### src/hw/rtl/gceg_pkg.sv
`default_nettype none

package gceg_pkg;

  // fixed field widths
  localparam int unsigned DIM_W    = 11;
  localparam int unsigned POS_W    = 11;
  localparam int unsigned VTX_W    = 30;
  localparam int unsigned EDGE_W   = 33;
  localparam int unsigned SLOT_W   = 32;
  localparam int unsigned NDIR     = 6;
  localparam int unsigned IDX_W    = 2;
  localparam int unsigned IN_TW    = 8;
  localparam int unsigned OUT_TW   = 160;
  localparam int unsigned OUT_UW   = 2;

  // configuration register indexes
  localparam logic [IDX_W-1:0] REG_DIM_X = 2'd0;
  localparam logic [IDX_W-1:0] REG_DIM_Y = 2'd1;
  localparam logic [IDX_W-1:0] REG_DIM_Z = 2'd2;

  // neighbour directions in emission order
  typedef enum logic [2:0] {
    DIR_XN = 3'd0,
    DIR_XP = 3'd1,
    DIR_YN = 3'd2,
    DIR_YP = 3'd3,
    DIR_ZN = 3'd4,
    DIR_ZP = 3'd5
  } dir_t;

endpackage

`default_nettype wire

### src/hw/rtl/grid_csr_edge_generator_unit.sv
`default_nettype none
// grid csr edge generator
// walks a dim_x * dim_y * dim_z grid (x fastest) and emits its adjacency list
// in_*  : one item per vertex, in_tdata[0] = restart (walk begins again at vertex 0)
// out_* : one item per edge in order -x,+x,-y,+y,-z,+z; a vertex with no
//         neighbour gives a single item with has_edge low
// cfg_* : writes dim_x/dim_y/dim_z (index 0..2); values clamp to 1..DIM_MAX and
//         any dimension write sends the walk back to vertex 0
// the first result of a vertex passes the job register, then the output register
// a vertex yields 1 to 6 results; the job register hands one result per cycle
//   to the output register while the output is not stalled, and the next vertex
//   is taken in the cycle its last result is handed over
// a waiting result in the output register does not block acceptance of the
//   next vertex beyond that one job register
// in_tready is low for one cycle after a configuration write while the
//   x*y plane size is re-registered
// reset: dims go to 1, walk at vertex 0 with edge count 0, no result pending
// receiver stall: output item holds, emission stops, input is held off once
//   the job register is busy
module grid_csr_edge_generator_unit #(
  parameter int MAX_DIM = 1024
) (
  input  wire logic                          clk,
  input  wire logic                          rst_n,
  // input item
  input  wire logic                          in_tvalid,
  output logic                               in_tready,
  input  wire logic [gceg_pkg::IN_TW-1:0]    in_tdata,   // [0] restart, rest zero
  // result item
  output logic                               out_tvalid,
  input  wire logic                          out_tready,
  // [29:0] source_vertex, [59:30] neighbour_vertex, [92:60] edge_position,
  // [124:93] weight_slot, [157:125] prefix_end, [159:158] zero
  output logic [gceg_pkg::OUT_TW-1:0]        out_tdata,
  output logic                               out_tlast,  // last_of_vertex
  output logic [gceg_pkg::OUT_UW-1:0]        out_tuser,  // [0] has_edge, [1] last_of_grid
  // configuration write
  input  wire logic                          cfg_valid,
  output logic                               cfg_ready,
  input  wire logic [gceg_pkg::IDX_W-1:0]    cfg_index,
  input  wire logic [gceg_pkg::DIM_W-1:0]    cfg_data
);
  import gceg_pkg::*;

  // largest dimension the 11-bit register can hold under the clamp
  localparam logic [DIM_W-1:0] DIM_MAX =
    (MAX_DIM > 2047) ? {DIM_W{1'b1}} : DIM_W'(MAX_DIM);

  // configuration and walk state
  logic [DIM_W-1:0]   dim_x_r, dim_y_r, dim_z_r;
  logic [2*DIM_W-1:0] plane_r;
  logic               cfg_wait_r;
  logic [POS_W-1:0]   pos_x_r, pos_y_r, pos_z_r;
  logic [VTX_W-1:0]   vidx_r;
  logic [EDGE_W-1:0]  ecount_r;

  // job register: one vertex being broken into results
  logic               job_valid_r;
  logic [NDIR-1:0]    rem_r;
  logic               iso_r;
  logic [VTX_W-1:0]   src_r;
  logic [EDGE_W-1:0]  epos_r;
  logic [EDGE_W-1:0]  pend_r;
  logic               lg_r;

  // output register
  logic               out_valid_r;
  logic [VTX_W-1:0]   o_src_r, o_nb_r;
  logic [EDGE_W-1:0]  o_epos_r, o_pend_r;
  logic [SLOT_W-1:0]  o_slot_r;
  logic               o_has_r, o_lv_r, o_lg_r;

  logic cfg_fire, in_fire, emit, job_done, last_res;
  logic [DIM_W-1:0] cfg_clamped;

  assign cfg_ready = 1'b1;
  assign cfg_fire  = cfg_valid & cfg_ready;

  always_comb begin
    cfg_clamped = cfg_data;
    if (cfg_data == '0) begin
      cfg_clamped = DIM_W'(1);
    end else if (cfg_data > DIM_MAX) begin
      cfg_clamped = DIM_MAX;
    end
  end

  // ---------------- vertex acceptance ----------------
  logic              restart;
  logic [POS_W-1:0]  px, py, pz;
  logic [VTX_W-1:0]  src_in;
  logic [EDGE_W-1:0] ec_in, pend_in;
  logic [NDIR-1:0]   flags;
  logic [2:0]        nedges;
  logic              lx, ly, lz, lg_in;

  assign restart = in_tdata[0];
  assign px      = restart ? '0 : pos_x_r;
  assign py      = restart ? '0 : pos_y_r;
  assign pz      = restart ? '0 : pos_z_r;
  assign src_in  = restart ? '0 : vidx_r;
  assign ec_in   = restart ? '0 : ecount_r;

  // a coordinate is at the far face when coord + 1 == dim
  assign lx = ({1'b0, px} + (POS_W+1)'(1)) == {1'b0, dim_x_r};
  assign ly = ({1'b0, py} + (POS_W+1)'(1)) == {1'b0, dim_y_r};
  assign lz = ({1'b0, pz} + (POS_W+1)'(1)) == {1'b0, dim_z_r};

  assign flags[DIR_XN] = (px != '0);
  assign flags[DIR_XP] = ({1'b0, px} + (POS_W+1)'(1)) < {1'b0, dim_x_r};
  assign flags[DIR_YN] = (py != '0);
  assign flags[DIR_YP] = ({1'b0, py} + (POS_W+1)'(1)) < {1'b0, dim_y_r};
  assign flags[DIR_ZN] = (pz != '0);
  assign flags[DIR_ZP] = ({1'b0, pz} + (POS_W+1)'(1)) < {1'b0, dim_z_r};

  assign nedges  = 3'($countones(flags));
  assign pend_in = ec_in + EDGE_W'(nedges);
  assign lg_in   = lx & ly & lz;

  // ---------------- result selection ----------------
  logic [NDIR-1:0]   pick;
  dir_t              dir;
  logic [SLOT_W-1:0] src32, off32, nb32, base32, slot32;
  logic [1:0]        axis;

  assign pick     = rem_r & (~rem_r + NDIR'(1));
  assign last_res = iso_r | ((rem_r & ~pick) == '0);
  assign emit     = job_valid_r & (~out_valid_r | out_tready);
  assign job_done = emit & last_res;
  assign in_tready = ~cfg_wait_r & (~job_valid_r | job_done);
  assign in_fire   = in_tvalid & in_tready;

  always_comb begin
    priority if (rem_r[DIR_XN]) dir = DIR_XN;
    else if (rem_r[DIR_XP])     dir = DIR_XP;
    else if (rem_r[DIR_YN])     dir = DIR_YN;
    else if (rem_r[DIR_YP])     dir = DIR_YP;
    else if (rem_r[DIR_ZN])     dir = DIR_ZN;
    else                        dir = DIR_ZP;
  end

  assign src32 = SLOT_W'(src_r);
  assign axis  = dir[2:1];

  always_comb begin
    unique case (dir)
      DIR_XN, DIR_XP: off32 = SLOT_W'(1);
      DIR_YN, DIR_YP: off32 = SLOT_W'(dim_x_r);
      DIR_ZN, DIR_ZP: off32 = SLOT_W'(plane_r);
      default:        off32 = '0;
    endcase
  end

  // negative direction: the neighbour is the lower vertex of the pair
  assign nb32   = dir[0] ? (src32 + off32) : (src32 - off32);
  assign base32 = dir[0] ? src32 : nb32;
  assign slot32 = (base32 << 1) + base32 + SLOT_W'(axis);

  // ---------------- registers ----------------
  always_ff @(posedge clk) begin
    if (!rst_n) begin
      dim_x_r    <= DIM_W'(1);
      dim_y_r    <= DIM_W'(1);
      dim_z_r    <= DIM_W'(1);
      cfg_wait_r <= 1'b0;
      pos_x_r    <= '0;
      pos_y_r    <= '0;
      pos_z_r    <= '0;
      vidx_r     <= '0;
      ecount_r   <= '0;
    end else begin
      cfg_wait_r <= cfg_fire;
      if (cfg_fire) begin
        unique case (cfg_index)
          REG_DIM_X: dim_x_r <= cfg_clamped;
          REG_DIM_Y: dim_y_r <= cfg_clamped;
          REG_DIM_Z: dim_z_r <= cfg_clamped;
          default: ;
        endcase
        if (cfg_index == REG_DIM_X || cfg_index == REG_DIM_Y ||
            cfg_index == REG_DIM_Z) begin
          pos_x_r  <= '0;
          pos_y_r  <= '0;
          pos_z_r  <= '0;
          vidx_r   <= '0;
          ecount_r <= '0;
        end
      end else if (in_fire) begin
        if (lg_in) begin
          // wrap to the start after the final vertex
          pos_x_r  <= '0;
          pos_y_r  <= '0;
          pos_z_r  <= '0;
          vidx_r   <= '0;
          ecount_r <= '0;
        end else begin
          ecount_r <= pend_in;
          vidx_r   <= src_in + VTX_W'(1);
          if (lx) begin
            pos_x_r <= '0;
            if (ly) begin
              pos_y_r <= '0;
              pos_z_r <= pz + POS_W'(1);
            end else begin
              pos_y_r <= py + POS_W'(1);
              pos_z_r <= pz;
            end
          end else begin
            pos_x_r <= px + POS_W'(1);
            pos_y_r <= py;
            pos_z_r <= pz;
          end
        end
      end
    end
  end

  // plane size, re-registered every cycle
  always_ff @(posedge clk) begin
    plane_r <= dim_x_r * dim_y_r;
  end

  always_ff @(posedge clk) begin
    if (!rst_n) begin
      job_valid_r <= 1'b0;
    end else if (in_fire) begin
      job_valid_r <= 1'b1;
    end else if (job_done) begin
      job_valid_r <= 1'b0;
    end
  end

  always_ff @(posedge clk) begin
    if (in_fire) begin
      rem_r  <= flags;
      iso_r  <= (flags == '0);
      src_r  <= src_in;
      epos_r <= ec_in;
      pend_r <= pend_in;
      lg_r   <= lg_in;
    end else if (emit) begin
      rem_r  <= rem_r & ~pick;
      epos_r <= epos_r + EDGE_W'(1);
    end
  end

  always_ff @(posedge clk) begin
    if (!rst_n) begin
      out_valid_r <= 1'b0;
    end else if (emit) begin
      out_valid_r <= 1'b1;
    end else if (out_tready) begin
      out_valid_r <= 1'b0;
    end
  end

  always_ff @(posedge clk) begin
    if (emit) begin
      o_src_r  <= src_r;
      o_pend_r <= pend_r;
      o_lg_r   <= lg_r;
      o_lv_r   <= last_res;
      o_has_r  <= ~iso_r;
      if (iso_r) begin
        o_nb_r   <= '0;
        o_epos_r <= '0;
        o_slot_r <= '0;
      end else begin
        o_nb_r   <= nb32[VTX_W-1:0];
        o_epos_r <= epos_r;
        o_slot_r <= slot32;
      end
    end
  end

  assign out_tvalid = out_valid_r;
  assign out_tdata  = {{(OUT_TW - 2*VTX_W - 2*EDGE_W - SLOT_W){1'b0}},
                       o_pend_r, o_slot_r, o_epos_r, o_nb_r, o_src_r};
  assign out_tlast  = o_lv_r;
  assign out_tuser  = {o_lg_r, o_has_r};

  // ---------------- assertions ----------------
  // an isolated-vertex result is always the last one of its vertex
  a_iso_last: assert property (@(posedge clk) disable iff (!rst_n)
    (out_tvalid && !out_tuser[0]) |-> out_tlast)
    else $error("isolated result without last_of_vertex");

  // the last edge of a vertex sits just before its prefix entry
  a_prefix: assert property (@(posedge clk) disable iff (!rst_n)
    (out_tvalid && out_tuser[0] && out_tlast) |-> (o_epos_r + EDGE_W'(1) == o_pend_r))
    else $error("prefix_end does not follow last edge position");

  // a dimension write puts the walk back at vertex zero
  a_cfg_clear: assert property (@(posedge clk) disable iff (!rst_n)
    (cfg_fire && (cfg_index == REG_DIM_X || cfg_index == REG_DIM_Y ||
                  cfg_index == REG_DIM_Z)) |=> (vidx_r == '0 && ecount_r == '0))
    else $error("walk not cleared by configuration write");

endmodule

`default_nettype wire
### config.mk
export PLATFORM = sky130hd
export DESIGN_NAME = grid_csr_edge_generator_unit
export DESIGN_NICKNAME = d
export VERILOG_FILES = /design/src/hw/rtl/gceg_pkg.sv /design/src/hw/rtl/grid_csr_edge_generator_unit.sv
export SDC_FILE = /design/constraint.sdc
export NUM_CORES = 1
export LEC_CHECK = 0
export BUFFER_PORTS_ARGS = -buffer_cell sky130_fd_sc_hd__buf_2
export CORE_ASPECT_RATIO = 1.2
export CORE_UTILIZATION = 40
export DETAILED_ROUTE_END_ITERATION = 12
export GPL_ROUTABILITY_DRIVEN = 0
export PLACE_DENSITY = 0.61
export SETUP_SLACK_MARGIN = 0.5
export SYNTH_ARGS = -nofsm -noshare
export SYNTH_HDL_FRONTEND = slang
export SYNTH_SLANG_ARGS = --single-unit
export TNS_END_PERCENT = 10
### constraint.sdc
create_clock -name clk -period 6.4 [get_ports clk]
set_input_delay 0.64 -clock clk [delete_from_list [all_inputs] [get_ports clk]]
set_output_delay 0.64 -clock clk [all_outputs]
set_load 0.01 [all_outputs]
======== Yosys cells after proc, flatten, opt, wreduce, memory -nomap -nowiden ========
Cells that the tools add are included.
W data, S select, Z words.
storage, ports and cells
  register bits ........................... 419
  input port bits ......................... 26
  output and inout bits ................... 166
operators by class
  $add $sub $neg .......................... 19
  multiply operators ...................... 1
  magnitude comparators ................... 4
  equality and inequality tests ........... 11
  muxes and demuxes ....................... 46
  bitwise operators ....................... 17
  reductions and logical operators ........ 21
operators with widths
  kind                     count
  $mux W33                 7
  $mux W11                 20
  $mux W30                 5
  $pmux W22 S3             1
  $mux W32                 2
  $add A11 B1 Y12 const B  3
  $eq A12 B11 Y1           3
  $lt A12 B11 Y1           3
  $add A11 B1 Y11 const B  3
  $add A33 B1 Y33 const B  1
  $add A33 B3 Y33          1
  $reduce_bool A11 Y1      3
  $add A30 B32 Y32         1
  $add A32 B2 Y32          1
  $add A32 B32 Y32         1
  $sub A30 B32 Y32         1
  $add A30 B1 Y30 const B  1
  $mul A11 B11 Y22         1
  $and A6 B6 Y6            2
  $logic_not A6 Y1         2
  $mux W3                  4
  $mux W6                  2
  $not A6 Y6               2
  $gt A11 B11 Y1 const B   1
  other kinds (21)         48

======== Logic depth before layout (Yosys ltp) ========
Gate-level depths: netlist of the first run.
  word-level depth ........................ 13
  depth in mapped cells ................... 33

======== Worst setup path before layout of the first run ========
Ideal clock, no wire load.
  kind .................................... input-to-reg
  from .................................... input port in_tdata[0] (netlist name)
  to ...................................... register ecount_r[32]
  library setup time ...................... 118 ps
  data arrival time ....................... 6544 ps
  path slack .............................. -262 ps
  stages on the path ...................... 33
  path through ............................ buf_6 -> inv_1 -> buf_2 -> clkbuf_1 -> clkbuf_1 -> nand2_1 -> inv_1 -> ha_1 -> nand3_1 -> nor2_1 -> and2_1 -> nand2_1 -> xor2_1 -> nor2_1 -> ha_1 -> nand2_1 -> or3_1 -> or3_1 -> o2111ai_1 -> fa_1 -> inv_1 -> fa_1 -> fa_1 -> a21oi_1 -> nor4b_4 -> nand4_1 -> nor4_1 -> and3_1 -> nand3_1 -> xor2_1 -> nor2_1 -> a22oi_1 -> nor2b_1
between the ends
  cells in the longest elaborated chain, start to end .. 10
ends and longest elaborated chain
  element                                    RTL line                                                                  RTL
  start: declaration                         grid_csr_edge_generator_unit.sv:28                                        input wire logic [gceg_pkg::IN_TW-1:0] in_tdata,
  $mux W11, on equally long branches         grid_csr_edge_generator_unit.sv:98, grid_csr_edge_generator_unit.sv:99
  $add A11 B1 Y12, on equally long branches  grid_csr_edge_generator_unit.sv:110, grid_csr_edge_generator_unit.sv:112
  $lt A12 B11 Y1, on equally long branches   grid_csr_edge_generator_unit.sv:110, grid_csr_edge_generator_unit.sv:112
  $add A1 B1 Y2 (implied by the code)        grid_csr_edge_generator_unit.sv:116                                       assign nedges = 3'($countones(flags));
  $add A2 B2 Y3 (implied by the code)        grid_csr_edge_generator_unit.sv:116
  $add A3 B2 Y3 (implied by the code)        grid_csr_edge_generator_unit.sv:116
  $add A33 B3 Y33 *                          grid_csr_edge_generator_unit.sv:117                                       assign pend_in = ec_in + EDGE_W'(nedges);
  named net pend_in[32]                      grid_csr_edge_generator_unit.sv:92                                        logic [EDGE_W-1:0] ec_in, pend_in;
  $mux W33 *                                 grid_csr_edge_generator_unit.sv:189                                       if (lg_in) begin
  $mux W33 *                                 grid_csr_edge_generator_unit.sv:188                                       end else if (in_fire) begin
  $mux W33 *                                 grid_csr_edge_generator_unit.sv:173                                       if (cfg_fire) begin
  end signal: assignment                     grid_csr_edge_generator_unit.sv:197                                       ecount_r <= pend_in;
  end: declaration                           grid_csr_edge_generator_unit.sv:55                                        logic [EDGE_W-1:0] ecount_r;
The timed path passes the listed nets; every way through them passes the cells marked *. The select of a mux whose other input is x is not followed.
A chain may end at the register's enable or synchronous reset.

======== Worst setup path in the final report of the first run ========
  from .................................... register rem_r[2]
  to ...................................... register o_slot_r[25] (data pin)
between the ends
  cells in the longest elaborated chain, start to end .. 11
ends and longest elaborated chain
  element                                                      RTL line                             RTL
  start: declaration                                           grid_csr_edge_generator_unit.sv:59   logic [NDIR-1:0] rem_r;
  start signal: assignment                                     grid_csr_edge_generator_unit.sv:235  rem_r <= flags;
  start signal: assignment                                     grid_csr_edge_generator_unit.sv:242  rem_r <= rem_r & ~pick;
  $mux W3 *                                                    grid_csr_edge_generator_unit.sv:136  else if (rem_r[DIR_YN]) dir = DIR_YN;
  $mux W3 *                                                    grid_csr_edge_generator_unit.sv:135  else if (rem_r[DIR_XP]) dir = DIR_XP;
  $mux W3 *                                                    grid_csr_edge_generator_unit.sv:134  priority if (rem_r[DIR_XN]) dir = DIR_XN;
  $eq A3 B3 Y1 (tied with other cells)                         grid_csr_edge_generator_unit.sv:146  unique case (dir)
  $reduce_or A2 Y1                                             grid_csr_edge_generator_unit.sv:146
  $pmux W22 S3                                                 grid_csr_edge_generator_unit.sv:146
  $sub A30 B32 Y32 / $add A30 B32 Y32 (equally long branches)  grid_csr_edge_generator_unit.sv:155  assign nb32 = dir[0] ? (src32 + off32) : (src32 - off32);
  $mux W32                                                     grid_csr_edge_generator_unit.sv:155
  $mux W32                                                     grid_csr_edge_generator_unit.sv:156  assign base32 = dir[0] ? src32 : nb32;
  $add A32 B32 Y32                                             grid_csr_edge_generator_unit.sv:157  assign slot32 = (base32 << 1) + base32 + SLOT_W'(axis);
  $add A32 B2 Y32 *                                            grid_csr_edge_generator_unit.sv:157
  end signal: assignment                                       grid_csr_edge_generator_unit.sv:271  o_slot_r <= slot32;
  end: declaration                                             grid_csr_edge_generator_unit.sv:70   logic [SLOT_W-1:0] o_slot_r;
Every way passes the cells marked *; elsewhere a longest branch is shown, timed or not.

==> results of run 1 <==
## logic make-up (layout without fill, tap and decap cells)
| kind of cell | count (synthesis) | count (layout) |
|---|---|---|
| flops | 419 | 419 |
| xor+xnor | 175 | 175 |
| simple gates | 1093 | 1093 |
| mux | 25 | 25 |
| buf+inv | 335 | 539 |
| compound gates | 542 | 542 |
| fa+ha+maj | 297 | 297 |
| other cells | 2 | 3 |
## cell type report
| type | count | share of cell area (%) |
|---|---|---|
| Multi-Input combinational cell | 2135 | 49.2 |
| Sequential cell | 419 | 35.1 |
| Timing Repair Buffer | 252 | 4.67 |
| Clock buffer | 65 | 4.30 |
| Tap cell | 901 | 3.58 |
| Inverter | 205 | 2.46 |
| Clock inverter | 17 | 0.664 |
## through the flow
| stage | area (um2) | hold WS, ns | power [mW] | util (%) |
|---|---|---|---|---|
| finish | 31500 | 0.419 | 15.5 | 46.6 |
| global route | 31500 | 0.425 | 16.6 | 46.6 |
| CTS | 31000 | 0.390 | 15.1 | 45.9 |
| detailed placement | 29400 | 0.406 | 12.2 | 43.6 |
| global placement | 29400 | 0.405 | 12.1 | 43.6 |
| floorplan | 27500 | 0.400 | 9.99 | - |
## where the power goes
| group | leakage [nW] | switching [mW] | total, mW | internal [mW] |
|---|---|---|---|---|
| clock network | 0.759 | 1.11 | 2.71 | 1.60 |
| registers | 3.86 | 0.497 | 4.56 | 4.06 |
| logic | 8.45 | 4.80 | 8.20 | 3.40 |
| total | 13.1 | 6.41 | 15.5 | 9.06 |
## synthesized netlist by cell type, types with 82 or more instances
master / count / area [um2]
a21oi_1: 158 / 791
clkbuf_1: 96 / 360
dfxtp_1: 154 / 3080
edfxtp_1: 265 / 7960
fa_1: 88 / 1760
ha_1: 208 / 2600
inv_1: 200 / 751
nand2_1: 291 / 1090
nand3_1: 82 / 410
nor2_1: 275 / 1030
nor2b_1: 163 / 1020
o21ai_0: 114 / 571
xnor2_1: 107 / 937
## timing repair
item | in CTS | in global routing
pin swaps | 1 | 29
endpoints found under the hold margin | 0 | 0
resized for setup | 7 | 69
endpoints found under the setup margin | 8 | 21
buffers inserted | 0 | 18
## state kept, by name (all words and copies together) (netlist names), 22 cells and up
name	count
pend_r	33
vidx_r	30
o_pend_r	33
o_nb_r	30
plane_r	22
ecount_r	33
o_slot_r	32
epos_r	33
src_r	30
o_src_r	30
o_epos_r	33
## worst min path at each step
stage / start / endpoint / slack, ns
final: pend_r[14] / o_pend_r[14] / 0.42
after global routing: pend_r[12] / o_pend_r[12] / 0.42
after CTS: cfg_data[10] / dim_y_r[10] / 0.39
after detailed placement: pend_r[14] / o_pend_r[14] / 0.41
after global placement: pend_r[28] / o_pend_r[28] / 0.41
after floorplan: lg_r / o_lg_r / 0.40
## layout by cell type, fill, tap and decap left out, types with 10 or more instances in the layout
cell type,instances
nand2_1,291
nor2_1,267
edfxtp_1,265
ha_1,198
inv_1,197
buf_2,179
nor2b_1,162
dfxtp_1,149
a21oi_1,144
o21ai_0,109
xnor2_1,103
fa_1,85
nand3_1,79
buf_4,71
xor2_1,68
a22oi_1,54
clkbuf_16,47
a21boi_0,46
nor3_1,41
and3_1,38
a21o_1,37
nand2b_1,35
nand4_1,29
or3_1,26
and2_1,26
o21bai_1,17
a21oi_2,16
a31oi_1,16
mux2i_1,15
o211ai_1,13
nand3b_1,12
o21a_1,11
nor4_1,11
clkbuf_8,11
mux2_2,10
## per-layer routing
| metal | wire (um) | share of wire [%] | up-vias |
|---|---|---|---|
| met4 | 1980 | 2.8 | 0 |
| li1 | - | - | 10332 |
| met2 | 34500 | 49 | 618 |
| met1 | 30900 | 44 | 10200 |
| met3 | 3560 | 5.0 | 105 |
| met5 | 0 | 0 | - |
==> results.json, run 1 <==
{
  "detailroute.via_count": 21255,
  "grt_antenna_before_repair": 0,
  "maxCapViolations": 0,
  "crit_top_cell": "ha_1",
  "clock.fmax_mhz": 174,
  "die-width_um": 241,
  "compound_gate_fraction_of_synth_area_pct": 12.6,
  "timing.slew.headroom_pct": 27.1,
  "tritoncts": "built",
  "drt-pass1-iter-count": 6,
  "synth-async-reset-ratio_pct": 0,
  "gr-usage-met2_pct": 34.8,
  "crit_path_max_delay_family": "compound AO/OA/AOI/OAI gates",
  "drt_drc_violations_left": 0,
  "worst-setup-path-type": "register to register",
  "detail_route.wl_per_cell_um": 17.8,
  "min_period_ns": 5.75,
  "post-place-cells": 3894,
  "worst_hold_path.num_cells": 0,
  "tritoncts_num_sinks": 419,
  "routed_wirelength_um": 71000,
  "layout.nets": 3379,
  "diodes": 0,
  "htree_levels": 2,
  "core_mm2": 0.0675,
  "rr_startpoint": "rem_r[2]",
  "antenna_violating_nets_post_route": 0,
  "worst_path_depth": 23,
  "via_count_of_the_first_global_routing_pass": 20937,
  "drive_gt1_share_pct": 14.4,
  "worst-endpoint-arrival_ns": 6.08,
  "mappedNetlistArea_mm2": 0.0275,
  "dominantRegCellSynth": "edfxtp_1",
  "layout.cells.non_filler": 3994,
  "postSynthCellCount": 2888,
  "yosys_warnings": 0,
  "detailedPlace.worstSlack_ns": 0.0713,
  "seq_area_mm2": 0.0110,
  "yosysUniqueCellTypes": 89,
  "wire_length_of_the_first_global_routing_pass_um": 112000,
  "flow.area_growth_from_synthesis_pct": 14.6,
  "layout_worst_path_cycle_share_pct": 89.9,
  "slack_of_the_critical_path_ns": 0.649,
  "layout_fillers": 6346,
  "grt_use_met3_pct": 2.45,
  "root_buffer": "clkbuf_16",
  "critical_path_required_ns": 6.72,
  "globalRouteMet1Util_pct": 26.2,
  "gr-total-overflow": 0,
  "setup_viol_count_final": 0,
  "final_hpwl_from_detailed_placement_um": 53000,
  "r2r_setup_slk_ns": 0.65,
  "synth_area_per_cell_um2": 9.51,
  "die_area_mm2": 0.0697,
  "initial_core_util_pct": 40.6,
  "area_share_of_and_or_nand_nor_cells_after_synthesis_pct": 19.9,
  "grt_setup_unrepaired": "yes",
  "ioPinCount": 192,
  "synth-adder-area-share_pct": 15.9,
  "finalMaxSlewViolations": 0,
  "die_h_um": 289,
  "largest_net_degree_at_the_start_of_global_routing": 93,
  "cts_inserted_buffers": 44,
  "worst-slew-pin-transition_ns": 1.09,
  "multi_input_comb_area_mm2": 0.0155,
  "buffer_ports.inserted": 181,
  "hold_viol_final": 0,
  "cp_slowest_stage_delay_ns": 0.48,
  "power.ir.vdd_worst_mv": 0.391,
  "gr-max-usage-layer": "met2",
  "worst_setup_path_start_kind": "register",
  "endpoint_kind": "register",
  "synth-seq-area-share_pct": 40.2,
  "insertion_delay_ns": 0.60,
  "cts_max_path_buffers": 3,
  "path_clk_slew_ns": 0.06,
  "standard_cell_row_count": 104,
  "cell_breakdown_of_the_critical_path": "nor2_2, buf_12, mux2i_1, nand2b_1, ha_1, nor2b_1, o31a_1, o41a_1, nor2_2, nor2_1, o31ai_1, ha_1, ha_1, a21o_1, a21o_1, a211o_1, a211oi_2, o21ai_2, a21oi_2, o21bai_1, a21oi_1, xor2_1, nor2_1",
  "power_per_cell_area_mw_per_mm2": 492,
  "synth_edf_count": 265,
  "count_of_cells_along_the_worst_register_to_register_path": 23,
  "critPathMaxFanout": 11,
  "critical_path_s_slowest_cell": "edfxtp_1",
  "synth_top_family_by_area": "simple AND/OR/NAND/NOR gates",
  "run_status": "completed",
  "hp-class": "register to register",
  "total_leakage_power_nw": 13.1,
  "synth_xor_area_share_pct": 5.58,
  "clock_skew_ns": 0.0334,
  "path_buf_inv": 1,
  "muxShareOfSynthArea_pct": 0.957,
  "grtUsageTotal_pct": 20.2,
  "cp-endpoint": "o_slot_r[25]",
  "ctsHoldBuffers": 0,
  "aggregate_negative_setup_slack_ns": 0,
  "drt-initial-drc-count": 1618,
  "timing.critical_path.from": "rem_r[2]",
  "ys_seq_elements": 419,
  "post_drt_via_cell_ratio": 5.32,
  "critical_path.reg2reg.endpoint": "o_slot_r[25]"
}
No activity file was read; power rests on OpenSTA's default activity.
==> run 2: changes to the inputs <==
RECOVER_POWER = 50   (was not set)
SKIP_LAST_GASP = 1   (was not set)
==> run 2 against run 1 <==
The run now ends with max-capacitance violations, max-slew violations left; final cell count did not move; worst hold slack barely moved; worst setup slack got worse by 0.084 ns; flip-flop and latch count did not move; non-clock buffer count did not move; register-to-register slack got worse by 0.08 ns; total power fell by 0.34%; clock-buffer cell count did not move; global-route usage did not move.
==> results.json, run 2 (synthesis gave the netlist of run 1 again) <==
{
  "drive_gt1_share_pct": 8.99,
  "standard_cell_row_count": 104,
  "worst-slew-pin-transition_ns": 3.86,
  "routed_wirelength_um": 71200,
  "holdCritStartpoint": "pend_r[14]",
  "hold_viol_final": 0,
  "post-place-cells": 3894,
  "path_clk_slew_ns": 0.06,
  "layout.nets": 3379,
  "insertion_delay_ns": 0.60,
  "cts_inserted_buffers": 44,
  "drt-pass1-iter-count": 6,
  "finalMaxSlewViolations": 282,
  "gr-max-usage-layer": "met2",
  "grt_antenna_before_repair": 0,
  "grt_setup_unrepaired": "yes",
  "min_period_ns": 5.84,
  "rr_startpoint": "rem_r[2]",
  "ctsHoldBuffers": 0,
  "tritoncts": "built",
  "count_of_cells_along_the_worst_register_to_register_path": 23,
  "layout_worst_path_cycle_share_pct": 91.2,
  "timing.slew.headroom_pct": -157,
  "globalRouteMet1Util_pct": 26.2,
  "violations": "max-capacitance violations, max-slew violations",
  "hp-class": "register to register",
  "tritoncts_num_sinks": 419,
  "total_leakage_power_nw": 12.6,
  "cts_max_path_buffers": 3,
  "die_area_mm2": 0.0697,
  "clock.fmax_mhz": 171,
  "worst_setup_path_start_kind": "register",
  "buffer_ports.inserted": 181,
  "gr-total-overflow": 0,
  "critPathMaxFanout": 11,
  "clock_skew_ns": 0.0335,
  "post_drt_via_cell_ratio": 5.34,
  "drt-initial-drc-count": 1503,
  "wire_length_of_the_first_global_routing_pass_um": 112000,
  "r2r_setup_slk_ns": 0.56,
  "highest_count_cells_in_the_layout_ignoring_fill_and_taps": "291 x nand2_1, 267 x nor2_1, 265 x edfxtp_1",
  "grtUsageTotal_pct": 20.2,
  "via_count_of_the_first_global_routing_pass": 20937,
  "die-width_um": 241,
  "setup_viol_count_final": 0,
  "initial_core_util_pct": 40.6,
  "worst_hold_path.num_cells": 0,
  "power_per_cell_area_mw_per_mm2": 494,
  "root_buffer": "clkbuf_16",
  "most_frequent_standard_cell_in_the_layout_excluding_fill_and_tap_cells": "nand2_1",
  "antenna_violating_nets_post_route": 0,
  "die_h_um": 289,
  "flow.area_growth_from_synthesis_pct": 13.8,
  "gr-usage-met2_pct": 34.8,
  "ioPinCount": 192,
  "htree_levels": 2,
  "power.ir.vdd_worst_mv": 0.391,
  "drt_drc_violations_left": 0,
  "final_hpwl_from_detailed_placement_um": 53000,
  "critical_path.reg2reg.endpoint": "o_slot_r[25]",
  "worst-setup-path-type": "register to register",
  "detailroute.via_count": 21321,
  "grt_use_met3_pct": 2.45,
  "hold-path-endpoint": "o_pend_r[14]",
  "worst-endpoint-arrival_ns": 6.06,
  "endpoint_kind": "register",
  "diodes": 0,
  "detail_route.wl_per_cell_um": 17.8,
  "aggregate_negative_setup_slack_ns": 0,
  "run_status": "finished with violations",
  "layout.cells.non_filler": 3994,
  "core_mm2": 0.0675,
  "maxCapViolations": 4,
  "largest_net_degree_at_the_start_of_global_routing": 93,
  "critical_path_required_ns": 6.62
}
## run 2: cell types whose count changed in the layout (fill, tap and decap cells not counted), sizes merged
cell    previous run  this run
buf              252        84
clkbuf            65       233
## run 2: repair_timing
item | CTS | global route
endpoints found under the setup margin | 8 | 21
resized for setup | 7 | 69
hold endpoints to repair | 0 | 0
pin swaps | 1 | 29
buffers inserted | 0 | 18
## run 2: metal layers
| layer | vias up | part of all wire (%) |
|---|---|---|
| li1 | 10339 | - |
| met1 | 10285 | 44 |
| met2 | 590 | 49 |
| met3 | 107 | 5.0 |
| met4 | 0 | 2.9 |
| met5 | - | 0 |
## run 2: stage by stage
stage               hold WS, ns  utilization [%]  power [mW]  setup slack, ns  cell area [um2]
floorplan                 0.400                -        9.99            0.460            27500
detailed placement        0.406             43.6        12.2           0.0713            29400
global placement          0.405             43.6        12.1            0.200            29400
finish                    0.419             46.3        15.4            0.565            31200
CTS                       0.390             45.9        15.1            0.472            31000
global route              0.425             46.3        16.5            0.256            31200
## run 2: layout make-up
type                    count  area, um2
inverters                 205        774
well taps                 901       1130
clock buffers              65       1350
flip-flops and latches    419      11000
repair buffers            252       1250
multi-input cells        2135      15500
clock inverters            17        209
fillers                  6438      36300
## run 2: critical path, stage by stage, from the launching register on
cell and delay (ns):
edfxtp_1 0.48, nor2_2 0.17, buf_12 0.16, mux2i_1 0.17
nand2b_1 0.14, ha_1 0.25, nor2b_1 0.14, o31a_1 0.37
o41a_1 0.46, nor2_2 0.12, nor2_1 0.06, o31ai_1 0.42
ha_1 0.32, ha_1 0.37, a21o_1 0.18, a21o_1 0.17
a211o_1 0.33, a211oi_2 0.25, o21ai_2 0.13, a21oi_2 0.21
o21bai_1 0.12, a21oi_1 0.20, xor2_1 0.17, nor2_1 0.05
## run 2: power breakdown
part	leakage [nW]	internal [mW]	total, mW	switching (mW)
clock	0.759	1.60	2.71	1.12
sequential	3.86	4.08	4.59	0.509
combinational	7.96	3.32	8.12	4.80
total	12.6	9.00	15.4	6.42
## run 2: how the worst max path moves through the flow
| stage | cells after the start | to | startpoint | slack (ns) |
|---|---|---|---|---|
| 2_1_floorplan | 33 | ecount_r[32] | in_tdata[0] | 0.46 |
| 3_3_place_gp | 29 | ecount_r[32] | in_tdata[0] | 0.20 |
| 3_5_place_dp | 29 | ecount_r[32] | in_tdata[0] | 0.07 |
| 4_1_cts | 26 | o_slot_r[29] | rem_r[2] | 0.47 |
| 5_1_grt | 27 | o_slot_r[26] | rem_r[0] | 0.26 |
| 6_report | 23 | o_slot_r[25] | rem_r[2] | 0.56 |
==> run 3: changes to the inputs <==
ABC_AREA = 1   (was not set)
==> run 3 against run 2 <==
The flow still finishes with violations (max-capacitance violations, max-slew violations); maximum frequency up 3.7%; core utilization decreased by 1.7 points; clock power up 5%; clock skew grew 0.020 ns; first-iteration DRC count rose by 25%; combinational power decreased by 72%; sequential power fell by 28%; critical path depth decreased by 12; die area is 10% higher; total power is 46% lower; flip-flop and latch count stayed put; sequential share of layout area is 2.3 points lower; largest power group is now sequential cells.
==> results.json, run 3 <==
{
  "run_status": "finished with violations",
  "violations": "max-capacitance violations, max-slew violations",
  "layout_fillers": 7678,
  "clock_skew_ns": 0.0539,
  "comb_power_share_pct": 26.7,
  "synth.top_cells.by_count": "827 x nand2_1, 621 x inv_1, 356 x nor2_1, 346 x nand3_1, 343 x a21oi_1",
  "crit_top_cell": "buf_4",
  "drt-initial-drc-count": 1885,
  "maxCapViolations": 3,
  "cts_inserted_buffers": 46,
  "mappedNetlistArea_mm2": 0.0303,
  "layout.nets": 4389,
  "finalMaxSlewViolations": 255,
  "worst-setup-path-type": "register to register",
  "yosys_warnings": 0,
  "htree_levels": 2,
  "buffer_ports.inserted": 181,
  "tritoncts_num_sinks": 419,
  "synthDominantCellAreaShare_pct": 26.3,
  "hold_viol_final": 0,
  "path_buf_inv": 5,
  "grt_setup_unrepaired": "no",
  "critical_path_required_ns": 6.86,
  "tritoncts": "built",
  "grtUsageTotal_pct": 21.6,
  "grt_antenna_before_repair": 1,
  "timing.slew.headroom_pct": -143,
  "postLayoutCellArea_mm2": 0.0334,
  "antenna_violating_nets_post_route": 0,
  "standard_cell_row_count": 110,
  "drt_drc_violations_left": 0,
  "endpoint_kind": "register",
  "layout_worst_path_cycle_share_pct": 88.0,
  "detail_route.wl_per_cell_um": 16.4,
  "min_period_ns": 5.63,
  "synthDominantAreaCellType": "edfxtp_1",
  "drt-pass1-iter-count": 6,
  "multi_input_comb_area_mm2": 0.0162,
  "worst_setup_path_start_kind": "register",
  "most_frequent_standard_cell_in_the_layout_excluding_fill_and_tap_cells": "nand2_1",
  "flow.area_growth_from_synthesis_pct": 10.3,
  "synth_edf_count": 265,
  "die_area_mm2": 0.0768,
  "synth-async-reset-ratio_pct": 0,
  "path_clk_slew_ns": 0.06,
  "aggregate_negative_setup_slack_ns": 0,
  "ctsHoldBuffers": 0,
  "internal_power_mw": 5.52,
  "clock.fmax_mhz": 178,
  "drive_gt1_share_pct": 5.24,
  "highest_count_cells_in_the_layout_ignoring_fill_and_taps": "825 x nand2_1, 617 x inv_1, 369 x nor2_1",
  "dominantRegCellSynth": "edfxtp_1",
  "core_mm2": 0.0750,
  "power.share.clock_pct": 34.0,
  "root_buffer": "clkbuf_16",
  "cp_slowest_stage_delay_ns": 2.54,
  "gr-total-overflow": 0,
  "post_drt_via_cell_ratio": 5.11,
  "power_switching_mw": 2.86,
  "synth_most_common_cell": "nand2_1",
  "synth_area_per_cell_um2": 7.67,
  "placedInstanceArea_mm2": 0.0320,
  "sw_frac_of_total_pct": 34.1,
  "cts_max_path_buffers": 3,
  "final_hpwl_from_detailed_placement_um": 63300,
  "die_h_um": 303,
  "setup_viol_count_final": 0,
  "ioPinCount": 192,
  "total_leakage_power_nw": 14.7,
  "synth-seq-area-share_pct": 36.5,
  "power.ir.vdd_worst_mv": 0.230,
  "ys_seq_elements": 419,
  "worst-endpoint-arrival_ns": 6.09,
  "largest_net_degree_at_the_start_of_global_routing": 141,
  "routed_wirelength_um": 84000,
  "insertion_delay_ns": 0.62,
  "ys_top_cells_by_area": "edfxtp_1 26%, nand2_1 10%, dfxtp_1 10%, ha_1 8.6%, inv_1 7.7%",
  "critPathMaxFanout": 69,
  "wire_length_of_the_first_global_routing_pass_um": 132000,
  "die-width_um": 253,
  "initial_core_util_pct": 40.4,
  "yosysUniqueCellTypes": 57,
  "critical_path_s_slowest_cell": "clkbuf_1",
  "cell_breakdown_of_the_critical_path": "clkbuf_1, o21bai_1, nand2_1, nand2_2, nand3_2, buf_4, clkinv_2, buf_4, buf_4, nand2_1, o21ai_0",
  "worst-slew-pin-transition_ns": 3.65,
  "diodes": 0,
  "seq_area_mm2": 0.0110,
  "detailroute.via_count": 26138,
  "pwr-share-seq_pct": 39.3,
  "via_count_of_the_first_global_routing_pass": 24717,
  "postSynthCellCount": 3950,
  "crit_path_max_delay_family": "buffers and inverters",
  "hp-class": "input pin to register",
  "power_per_cell_area_mw_per_mm2": 251
}
==> run 3: cell count changes in the layout (fill, tap and decap cells not counted), sizes merged, moves of 86 or more <==
cell / before / now
xnor2: 107 / 21
a21oi: 161 / 343
nor2b: 163 / 0
o21ai: 117 / 203
inv: 199 / 631
nand3: 82 / 350
nor2: 277 / 400
nand2: 291 / 837
==> run 3: path summary, 6_finish.rpt <==
path	startpoint	to	slack, ns	cells past startpoint
worst max-delay path	iso_r	epos_r[2]	0.77	11
worst max register to register	iso_r	epos_r[2]	0.77	11
worst min register to register	pend_r[8]	o_pend_r[8]	0.42	0
worst min-delay path	out_tready	out_tvalid	0.34	4
==> run 3: timing repair <==
item / 4_1_cts / 5_1_grt
resized for setup: 0 / 12
buffers inserted: 0 / 1
hold endpoints to repair: 0 / 0
setup endpoints to repair: 0 / 17
==> run 3: layer usage <==
metal,GRT usage [%],part of all wire (%),up-vias
li1,-,-,13094
met5,0,0.015,-
met4,6.58,2.6,2
met3,2.19,5.4,123
met2,37.3,48,755
met1,28.5,43,12164
==> run 3: cell type report <==
cell class / instances / area share [%]
clock buffer: 56 / 3.69
clock inverter: 30 / 1.14
sequential: 419 / 33.1
tap: 1008 / 3.78
multi-input combinational: 2755 / 48.4
timing repair buffer: 212 / 2.76
inverter: 633 / 7.14
==> run 3: logic make-up after synthesis <==
kind of cell | synth area share, %
DFF | 36.5
and+or+nand+nor | 25.3
xor gates and xnor gates | 3.18
muxes | 0.0331
AOI/OAI and AO/OA | 10.4
other | 0.0248
adders and majority gates | 14.4
buffers and inverters | 10.2
==> run 3: worst register-to-register path: stages, from the launching register on <==
cell	delay (ns)
edfxtp_1	0.31
clkbuf_1	2.54
o21bai_1	0.50
nand2_1	0.12
nand2_2	0.14
nand3_2	0.07
buf_4	0.29
clkinv_2	0.12
buf_4	0.37
buf_4	0.62
nand2_1	0.28
o21ai_0	0.13
==> run 3: per-stage QoR <==
step | std cells | hold slack (ns) | setup slack [ns] | utilization [%] | power, mW
after floorplan | 3951 | 0.400 | 1.29 | - | 4.90
final | 5113 | 0.342 | 0.771 | 44.5 | 8.37
after global placement | 5026 | 0.403 | 0.758 | 42.7 | 5.55
after detailed placement | 5026 | 0.405 | 0.679 | 42.7 | 5.56
after CTS | 5112 | 0.328 | 0.783 | 44.8 | 8.43
after global routing | 5113 | 0.372 | 0.386 | 44.5 | 8.86
==> run 3: power groups by stage <==
stage                     sequential (mW)  combinational [mW]  clock [mW]
after detailed placement             3.34                2.22           0
after global placement               3.34                2.21           0
after CTS                            3.28                2.24        2.91
after floorplan                      3.35                1.55           0
after global routing                 3.32                2.53        3.01
final                                3.29                2.24        2.84
